[src/hw/rtl/pba_pkg.sv]
// Package for the packed bit array block: payload structs, controller
// state type, command and status bundles, entries-per-word table.
// No dependencies.
`timescale 1ns / 1ps

package pba_pkg;

  localparam int PBA_WORD_COUNT = 1024;
  localparam int PBA_WORD_BITS  = 64;
  localparam logic [63:0] PBA_ALL_ONES = 64'hffff_ffff_ffff_ffff;
  localparam logic [6:0]  PBA_WIDTH_RESET = 7'd4;

  typedef enum logic {
    REQ_READ  = 1'b0,
    REQ_WRITE = 1'b1
  } pba_req_type_t;

  typedef struct packed {
    logic        req_type;
    logic [15:0] index;
    logic [63:0] write_value;
  } pba_req_t;

  typedef struct packed {
    logic [63:0] read_data;
    logic        out_of_range;
  } pba_rsp_t;

  typedef enum logic [2:0] {
    ST_CLEAR,
    ST_IDLE,
    ST_DIV,
    ST_CALC,
    ST_ACCESS,
    ST_RESP
  } pba_state_t;

  typedef struct packed {
    logic clr_step;  // write zero at clear pointer, advance it
    logic capture;   // latch request, start divider
    logic calc;      // form bit offset, range check, issue word read
    logic access;    // merge or extract, commit write
  } pba_cmd_t;

  typedef struct packed {
    logic clr_last;
    logic div_done;
  } pba_sts_t;

  // floor(64 / w) for an effective width w of 1..64
  function automatic logic [6:0] per_word(input logic [6:0] w);
    logic [6:0] r;
    case (w) inside
      7'd1:          r = 7'd64;
      7'd2:          r = 7'd32;
      7'd3:          r = 7'd21;
      7'd4:          r = 7'd16;
      7'd5:          r = 7'd12;
      7'd6:          r = 7'd10;
      7'd7:          r = 7'd9;
      7'd8:          r = 7'd8;
      7'd9:          r = 7'd7;
      7'd10:         r = 7'd6;
      [7'd11:7'd12]: r = 7'd5;
      [7'd13:7'd16]: r = 7'd4;
      [7'd17:7'd21]: r = 7'd3;
      [7'd22:7'd32]: r = 7'd2;
      default:       r = 7'd1;
    endcase
    return r;
  endfunction

endpackage

[src/hw/rtl/pba_ctrl.sv]
// Controller FSM for the packed bit array: clearing pass, divide wait,
// access sequencing, result strobe. Depends on pba_pkg.
`timescale 1ns / 1ps

module pba_ctrl (
  input  logic              clk,
  input  logic              rst,
  input  logic              start,
  input  pba_pkg::pba_sts_t sts,
  output pba_pkg::pba_cmd_t cmd,
  output logic              busy,
  output logic              done
);
  import pba_pkg::*;

  pba_state_t state, state_next;

  always_ff @(posedge clk) begin
    if (rst) begin
      state <= ST_CLEAR;
    end else begin
      state <= state_next;
    end
  end

  always_comb begin
    state_next = state;
    cmd        = '0;
    busy       = 1'b1;
    done       = 1'b0;
    case (state)
      ST_CLEAR: begin
        cmd.clr_step = 1'b1;
        if (sts.clr_last) state_next = ST_IDLE;
      end
      ST_IDLE: begin
        busy = 1'b0;
        if (start) begin
          cmd.capture = 1'b1;
          state_next  = ST_DIV;
        end
      end
      ST_DIV: begin
        if (sts.div_done) state_next = ST_CALC;
      end
      ST_CALC: begin
        cmd.calc   = 1'b1;
        state_next = ST_ACCESS;
      end
      ST_ACCESS: begin
        cmd.access = 1'b1;
        state_next = ST_RESP;
      end
      ST_RESP: begin
        done       = 1'b1;
        state_next = ST_IDLE;
      end
      default: begin
        state_next = ST_IDLE;
      end
    endcase
  end

endmodule

[config.mk]
export PLATFORM = sky130hd
export DESIGN_NAME = pba_ctrl
export DESIGN_NICKNAME = d
export VERILOG_FILES = /design/src/hw/rtl/pba_pkg.sv /design/src/hw/rtl/pba_ctrl.sv
export SDC_FILE = /design/constraint.sdc
export NUM_CORES = 1
export LEC_CHECK = 0
export ABC_CLOCK_PERIOD_IN_PS = 1200
export BUFFER_PORTS_ARGS = -buffer_cell sky130_fd_sc_hd__buf_2
export CELL_PAD_IN_SITES_DETAIL_PLACEMENT = 2
export CELL_PAD_IN_SITES_GLOBAL_PLACEMENT = 2
export CORE_AREA = 2 2 39 41
export CTS_CLUSTER_DIAMETER = 50
export DETAILED_ROUTE_END_ITERATION = 8
export DIE_AREA = 0 0 41 43
export HOLD_SLACK_MARGIN = 0.15
export PLACE_DENSITY = 0.62
export SETUP_SLACK_MARGIN = 0.02
export SYNTH_ARGS = -nofsm -noshare
export SYNTH_HDL_FRONTEND = slang
export SYNTH_SLANG_ARGS = --single-unit
[constraint.sdc]
create_clock -name clk -period 1.2 [get_ports clk]
set_input_delay 0.18 -clock clk [delete_from_list [all_inputs] [get_ports clk]]
set_output_delay 0.18 -clock clk [all_outputs]
set_load 0.01 [all_outputs]
==> flow_summary.yaml, run 1 <==
floorplan:
  coreArea_um2: 1380
  chipWidth_um: 41
  initial_core_util_pct: 13.9
  ios: 11
  num_rows: 14
  die_y_um: 43
  dieArea_um2: 1760
synthesis:
  synth_nets: 25
  ys_ff_latch: 3
  synth_cell_types: 17
  syn-mean-instance-area_um2: 9.63
  netlist_instances: 20
  ys_seq_area_share_pct: 31.2
  ys_warn_count: 0
  syn_area_um2: 193
power:
  p_int_mw: 0.306
  clkPwrFrac_pct: 43.4
  p_leak_nw: 0.186
  switching_share_pct: 28.7
  peakVddDrop_mv: 0.316
  p_seq_share_pct: 26.8
  p_sw_mw: 0.123
  combPwrFrac_pct: 29.8
  power_density_nw_per_um2: 1070
drt:
  ant_nets: 0
  num_vias: 230
  drt_iter0_drc: 2
  routed_wirelength_um: 804
  routedWlPerCell_um: 13.9
  drc: 0
  viasPerCell: 3.97
  firstDrtPassIters: 2
placement:
  place_hpwl_um: 462
  place_congestion: 0.600
  io_buffers: 10
  post_dp_cell_area_um2: 274
cells_and_area:
  reg_top3: "state (3)"
  num_antenna_cells: 0
  largest_reg_flops: 3
  multiInputGateArea_um2: 138
  postLayoutCellArea_um2: 399
  post-route-util_pct: 28.8
  fillers: 153
  top_register: "state"
  syn_to_final_growth_pct: 107
  register_area_um2: 66.3
  nets: 48
  drive_gt1_share_pct: 73.8
outcome:
  violations: "setup timing"
  outcome: "finished, violations left"
sta:
  max_freq_mhz: 736
  fin_ws_ns: -0.158
  slew_violations: 0
  fin_worst_skew_ns: 0.000102
  hold_ws_ns: 0.252
  setup_viol: 6
  slew_headroom_pct: 85.9
  tightest_slew_ns: 0.206
  timing.final.crit_share_pct: 113
  rsz0062_at_grt: "yes"
  hold_viol: 0
  fin_crit_ns: 1.36
setup_path:
  critPathCaptureType: "primary output"
  startpoint_type: "flop"
  worstPathRequired_ns: 1.02
  crit_fanout: 4
  arrival_ns: 1.18
  path_class: "flop to primary output"
min_path:
  hold_path_class: "input port to flop"
clock_network:
  cts.sinks: 3
  worstSkewPairLatency_ns: 0.24
  clockRootBuffer: "clkbuf_4"
  cts_max_level: 1
  cts_tree: "built"
  cts_max_path_buffers: 2
  numCtsBuffers: 3
  cts.reportedPaths.clkPinSlew_ns: 0.04
global_routing:
  antenna_found_initial: 0
  grt_pass1_wl_mm: 1.06
  overflow: 0
  grt_max_degree: 7
  grt_use_total_pct: 9.63
  grt_pass1_vias: 245
run:
  max_cap_violations: 0
## cell families after synthesis
kind of cell	synth area share, %
simple gates	39.0
flops	31.2
compound gates	16.9
mux	5.20
buf+inv	7.79
## cell usage after synthesis
library cell / n / area share [%]
mux2i_1: 1 / 5.2
nand3b_1: 1 / 3.9
or2_0: 1 / 3.2
buf_6: 1 / 5.8
nor2b_1: 1 / 3.2
or3b_1: 1 / 4.5
inv_1: 1 / 1.9
a221oi_2: 1 / 7.8
nor2_2: 1 / 3.2
a211oi_1: 1 / 3.9
dfxtp_1: 3 / 31
nor3_1: 1 / 2.6
o21ba_2: 1 / 5.2
nor3b_1: 1 / 3.9
and3b_1: 2 / 9.1
nor2_1: 1 / 1.9
nand2b_1: 1 / 3.2
## layer usage
layer	global-route usage, %	wire, um	vias up
li1	-	-	114
met1	8.33	303	109
met2	17.2	462	7
met3	3.14	38	0
met4	6.00	0	0
met5	0	0	-
## placed cells by master, fill, tap and decap left out, types with 2 or more instances in the layout
master	count
buf_4	3
buf_6	6
clkbuf_4	3
buf_2	9
dfxtp_2	2
## area by class of cell
| class | count | share of cell area [%] |
|---|---|---|
| Tap cell | 16 | 5.02 |
| Multi-Input combinational cell | 15 | 34.5 |
| Clock buffer | 4 | 6.58 |
| Timing Repair Buffer | 19 | 36.4 |
| Inverter | 1 | 0.940 |
| Sequential cell | 3 | 16.6 |
## power groups by stage
stage	Clock, mW	Sequential (mW)	Combinational [mW]
2_1_floorplan	0	0.116	0.0492
3_3_place_gp	0	0.115	0.0812
3_5_place_dp	0	0.116	0.0846
4_1_cts	0.186	0.116	0.106
5_1_grt	0.206	0.116	0.134
6_report	0.186	0.115	0.128
## path summary, 6_finish.rpt
kind	depth (start not counted)	start	slack, ns	endpoint
setup / recovery	3	state[1]$_SDFFE_PP0P_	-0.16	cmd[2]
hold / removal	3	start	0.25	state[1]$_SDFFE_PP0P_
setup reg to reg	5	state[0]$_SDFFE_PP0P_	0	state[2]$_SDFFE_PP0P_
hold reg to reg	3	state[2]$_SDFFE_PP0P_	0.64	state[1]$_SDFFE_PP0P_
## through the flow
step | total power [mW] | TNS, ns | cells | setup slack, ns
floorplan | 0.165 | 0 | 20 | 0.0466
global placement | 0.196 | 0 | 48 | 0.0683
detailed placement | 0.201 | 0 | 48 | 0.0162
CTS | 0.408 | -0.305 | 55 | -0.160
global route | 0.456 | -0.763 | 58 | -0.198
finish | 0.429 | -0.576 | 58 | -0.158
## critical path, stage by stage (launching register included)
cell     delay, ns
dfxtp_4       0.35
or3b_4        0.38
nor2_2        0.08
buf_2         0.13
## repair_timing
action                                  CTS  global route
hold buffers                              1             0
endpoints found under the setup margin    6             6
pin swaps                                 1             4
resized for setup                        10             6
setup buffers                             2             4
gates cloned                              0             0
endpoints found under the hold margin     2             0
(Power assumes the default switching activity.)
==> run 2, diff against run 1 <==
--- a/config.mk
+++ b/config.mk
@@ -16,5 +16,4 @@
 export HOLD_SLACK_MARGIN = 0.15
 export PLACE_DENSITY = 0.62
-export SETUP_SLACK_MARGIN = 0.02
 export SYNTH_ARGS = -nofsm -noshare
 export SYNTH_HDL_FRONTEND = slang
==> constraint.sdc (replaced) <==
create_clock -name clk -period 1.2 [get_ports clk]
set_input_delay 0.12 -clock clk [delete_from_list [all_inputs] [get_ports clk]]
set_output_delay 0.12 -clock clk [all_outputs]
set_load 0.01 [all_outputs]
==> flow_summary.yaml, run 2 (same netlist as run 1, synthesis figures left out) <==
floorplan:
  coreArea_um2: 1380
  initial_core_util_pct: 13.9
  ios: 11
  num_rows: 14
  die_y_um: 43
  chipWidth_um: 41
  dieArea_um2: 1760
setup_path:
  worstPathRequired_ns: 1.08
  path_delay_family: "simple AND/OR/NAND/NOR gates"
  critPathCaptureType: "primary output"
  cp_slowest_cell: "or3b_4"
  path_class: "flop to primary output"
  worstPathCellList: "or3b_4 > nor2_2 > buf_2"
  path_buf_inv: 1
  crit_fanout: 3
  arrival_ns: 1.19
  slowest_delay_ns: 0.40
  startpoint_type: "flop"
global_routing:
  grt_use_total_pct: 9.84
  grt_pass1_wl_mm: 1.15
  grt_max_degree: 8
  antenna_found_initial: 0
  grt_pass1_vias: 282
  overflow: 0
clock_network:
  worstSkewPairLatency_ns: 0.23
  cts_tree: "built"
  clockRootBuffer: "clkbuf_4"
  numCtsBuffers: 3
  cts.sinks: 3
  cts_max_level: 1
  cts_max_path_buffers: 2
  cts.reportedPaths.clkPinSlew_ns: 0.04
cells_and_area:
  num_antenna_cells: 0
  final_common_cell: "buf_2"
  largest_reg_flops: 3
  final_cell_mix: "buf_2, buf_6, buf_4"
  drive_gt1_share_pct: 72.1
  reg_top3: "state (3)"
  top_register: "state"
  post-route-util_pct: 29.3
  syn_to_final_growth_pct: 110
  nets: 49
drt:
  routed_wirelength_um: 781
  num_vias: 235
  firstDrtPassIters: 2
  ant_nets: 0
  drc: 0
  drt_iter0_drc: 1
  viasPerCell: 3.98
  routedWlPerCell_um: 13.2
sta:
  hold_ws_ns: 0.183
  tightest_slew_ns: 0.185
  fin_worst_skew_ns: 0.00173
  timing.final.crit_share_pct: 109
  hold_viol: 0
  fin_ws_ns: -0.110
  max_freq_mhz: 764
  slew_violations: 0
  setup_viol: 5
  fin_crit_ns: 1.31
  slew_headroom_pct: 87.3
  rsz0062_at_grt: "yes"
outcome:
  outcome: "finished, violations left"
  violations: "setup timing"
min_path:
  hold_path_class: "input port to flop"
power:
  p_leak_nw: 0.195
  peakVddDrop_mv: 0.346
  power_density_nw_per_um2: 1090
run:
  max_cap_violations: 0
placement:
  io_buffers: 10
  place_hpwl_um: 514
  place_congestion: 0.601
## run 2: area by class of cell
class / count / area [um^2]
clock buffers: 4 / 26.3
flip-flops and latches: 3 / 63.8
multi-input cells: 15 / 143
well taps: 16 / 20.0
repair buffers: 20 / 149
inverters: 1 / 3.75
fillers: 153 / 978
## run 2: tightest hold or removal path: cells and delay by family
family,cells,cell delay (ns)
AOI/OAI and AO/OA,1,0.07
buffers and inverters,1,0.11
and+or+nand+nor,1,0.07
## run 2: metal layers
metal | up-vias | track usage (%) | share of wire, %
li1 | 117 | - | -
met1 | 115 | 8.68 | 35
met2 | 3 | 19.4 | 62
met3 | 0 | 0 | 1.9
met4 | 0 | 6.00 | 0
met5 | - | 0 | 0
## run 2: metrics by stage
| stage | cell area [um^2] | cells | power [mW] | setup TNS [ns] | setup WS, ns |
|---|---|---|---|---|---|
| 6_report | 405 | 59 | 0.444 | -0.218 | -0.110 |
| 5_1_grt | 405 | 59 | 0.465 | -0.413 | -0.157 |
| 2_1_floorplan | 193 | 20 | 0.165 | 0 | 0.107 |
| 4_1_cts | 350 | 55 | 0.417 | -0.140 | -0.107 |
| 3_5_place_dp | 274 | 48 | 0.203 | 0 | 0.0646 |
| 3_3_place_gp | 274 | 48 | 0.196 | 0 | 0.142 |
## run 2: report_power, final
part | leakage (nW) | internal, mW | switching, mW | total [mW]
clock network | 0.0150 | 0.125 | 0.0616 | 0.187
registers | 0.0258 | 0.109 | 0.00635 | 0.115
logic | 0.155 | 0.0813 | 0.0604 | 0.142
## run 2: what timing repair did
action,in CTS,in global routing
hold buffers,1,0
endpoints found under the setup margin,4,6
hold endpoints to repair,2,0
gates resized for setup,7,6
setup buffers,2,4
pin swaps,0,4
## run 2: worst paths after layout
kind	startpoint	end	slack [ns]	depth (start not counted)
worst max-delay path	state[0]$_SDFFE_PP0P_	cmd[2]	-0.11	3
worst min-delay path	start	state[1]$_SDFFE_PP0P_	0.18	3
worst max register to register	state[0]$_SDFFE_PP0P_	state[2]$_SDFFE_PP0P_	0.13	5
worst min register to register	state[2]$_SDFFE_PP0P_	state[1]$_SDFFE_PP0P_	0.56	2
==> run 3, diff against run 2 <==
CTS_BUF_LIST = sky130_fd_sc_hd__clkbuf_8   (was unset)
==> flow_summary.yaml, run 3 (same netlist as run 1, synthesis figures left out) <==
power:
  clkPwrFrac_pct: 56.4
  power_density_nw_per_um2: 1380
  p_leak_nw: 0.179
  p_int_mw: 0.386
  switching_share_pct: 25.3
  p_sw_mw: 0.131
  combPwrFrac_pct: 21.0
  power_mw: 0.517
  p_seq_share_pct: 22.6
  peakVddDrop_mv: 0.564
drt:
  routedWlPerCell_um: 13.5
  num_vias: 221
  viasPerCell: 4.02
  drt_iter0_drc: 0
  routed_wirelength_um: 745
  firstDrtPassIters: 1
  ant_nets: 0
  drc: 0
floorplan:
  num_rows: 14
  die_y_um: 43
  dieArea_um2: 1760
  coreArea_um2: 1380
  chipWidth_um: 41
  ios: 11
  initial_core_util_pct: 13.9
setup_path:
  critPathCaptureType: "primary output"
  timing.rr.start: "state[2]$_SDFFE_PP0P_"
  path_class: "flop to primary output"
  arrival_ns: 1.17
  crit_fanout: 5
  worstPathRequired_ns: 1.08
  startpoint_type: "flop"
  worstSetupStartpoint: "state[0]$_SDFFE_PP0P_"
min_path:
  hold_path_class: "input port to flop"
  min_from: "start"
run:
  max_cap_violations: 0
cells_and_area:
  postLayoutCellArea_um2: 374
  num_antenna_cells: 0
  reg_top3: "state (3)"
  final_cell_mix: "buf_2, clkbuf_8, buf_4, dfxtp_2"
  top_register: "state"
  final_common_cell: "buf_2"
  syn_to_final_growth_pct: 94.2
  nets: 45
  largest_reg_flops: 3
  drive_gt1_share_pct: 69.2
sta:
  rsz0062_at_grt: "yes"
  max_freq_mhz: 777
  fin_crit_ns: 1.29
  tightest_slew_ns: 0.217
  slew_headroom_pct: 85.4
  setup_viol: 2
  fin_ws_ns: -0.0864
  timing.final.crit_share_pct: 107
  fin_worst_skew_ns: 0.000745
  hold_viol: 0
  slew_violations: 0
placement:
  place_hpwl_um: 514
  post_dp_cell_area_um2: 274
  io_buffers: 10
  place_congestion: 0.601
clock_network:
  cts_max_path_buffers: 2
  numCtsBuffers: 3
  cts_max_level: 1
  clockRootBuffer: "clkbuf_8"
  cts.sinks: 3
  worstSkewPairLatency_ns: 0.21
  cts_tree: "built"
  cts.reportedPaths.clkPinSlew_ns: 0.03
outcome:
  violations: "setup timing"
  outcome: "finished, violations left"
global_routing:
  globalRouteMet2Util_pct: 18.4
  use_met1_pct: 6.73
  antenna_found_initial: 0
  grt_pass1_vias: 265
  globalRoute.busiestLayer: "met2"
  grt_max_degree: 8
  grt_use_met3_pct: 1.57
  grt_pass1_wl_mm: 1.06
  grt_use_total_pct: 9.23
  overflow: 0
-- run 3: changes by cell type in the layout (fill, tap and decap cells not counted), sizes merged --
| cell | change |
|---|---|
| inv | +1 |
| buf | -4 |
| clkbuf | -1 |
-- run 3: power groups by stage --
stage / logic [mW] / registers, mW / clock network [mW]
floorplan: 0.0492 / 0.116 / 0
global placement: 0.0825 / 0.114 / 0
detailed placement: 0.0872 / 0.116 / 0
CTS: 0.101 / 0.115 / 0.295
global route: 0.119 / 0.118 / 0.310
finish: 0.108 / 0.117 / 0.292
-- run 3: layout make-up --
type                    instances  area [um^2]
inverters                       1         3.75
well taps                      16         20.0
flip-flops and latches          3         63.8
multi-input cells              15          136
clock buffers                   3         41.3
fillers                       162         1010
repair buffers                 16          105
clock inverters                 1         3.75
-- run 3: per-stage QoR --
step | setup WS [ns] | TNS, ns | hold WS (ns) | std cells | utilization [%]
final | -0.0864 | -0.109 | 0.206 | 55 | 27.0
after global routing | -0.147 | -0.210 | 0.228 | 55 | 27.0
after CTS | -0.0961 | -0.118 | 0.214 | 54 | 25.0
after detailed placement | 0.0646 | 0 | 0.328 | 48 | 19.8
after global placement | 0.142 | 0 | 0.337 | 48 | 19.8
after floorplan | 0.107 | 0 | 0.186 | 20 | -
-- run 3: critical path, cell delays in order (launching register included) --
cell     delay [ns]
dfxtp_2        0.35
or3b_4         0.39
nor2_2         0.08
buf_2          0.13
-- run 3: final timing paths --
check,endpoint,slack (ns),depth (start not counted)
setup / recovery,cmd[2],-0.09,3
setup reg to reg,state[2]$_SDFFE_PP0P_,0.12,4
hold reg to reg,state[1]$_SDFFE_PP0P_,0.57,2
hold / removal,state[1]$_SDFFE_PP0P_,0.21,3
-- run 3: what timing repair did --
item / CTS / global route
endpoints found under the setup margin: 4 / 5
hold endpoints to repair: 2 / 0
setup buffers: 1 / 1
hold buffers: 1 / 0
gates resized for setup: 3 / 6
-- run 3: routing by layer --
layer | up-vias | part of all wire (%)
met4 | 0 | 0
met2 | 3 | 61
met3 | 0 | 2.1
li1 | 109 | -
met5 | - | 0
met1 | 109 | 37
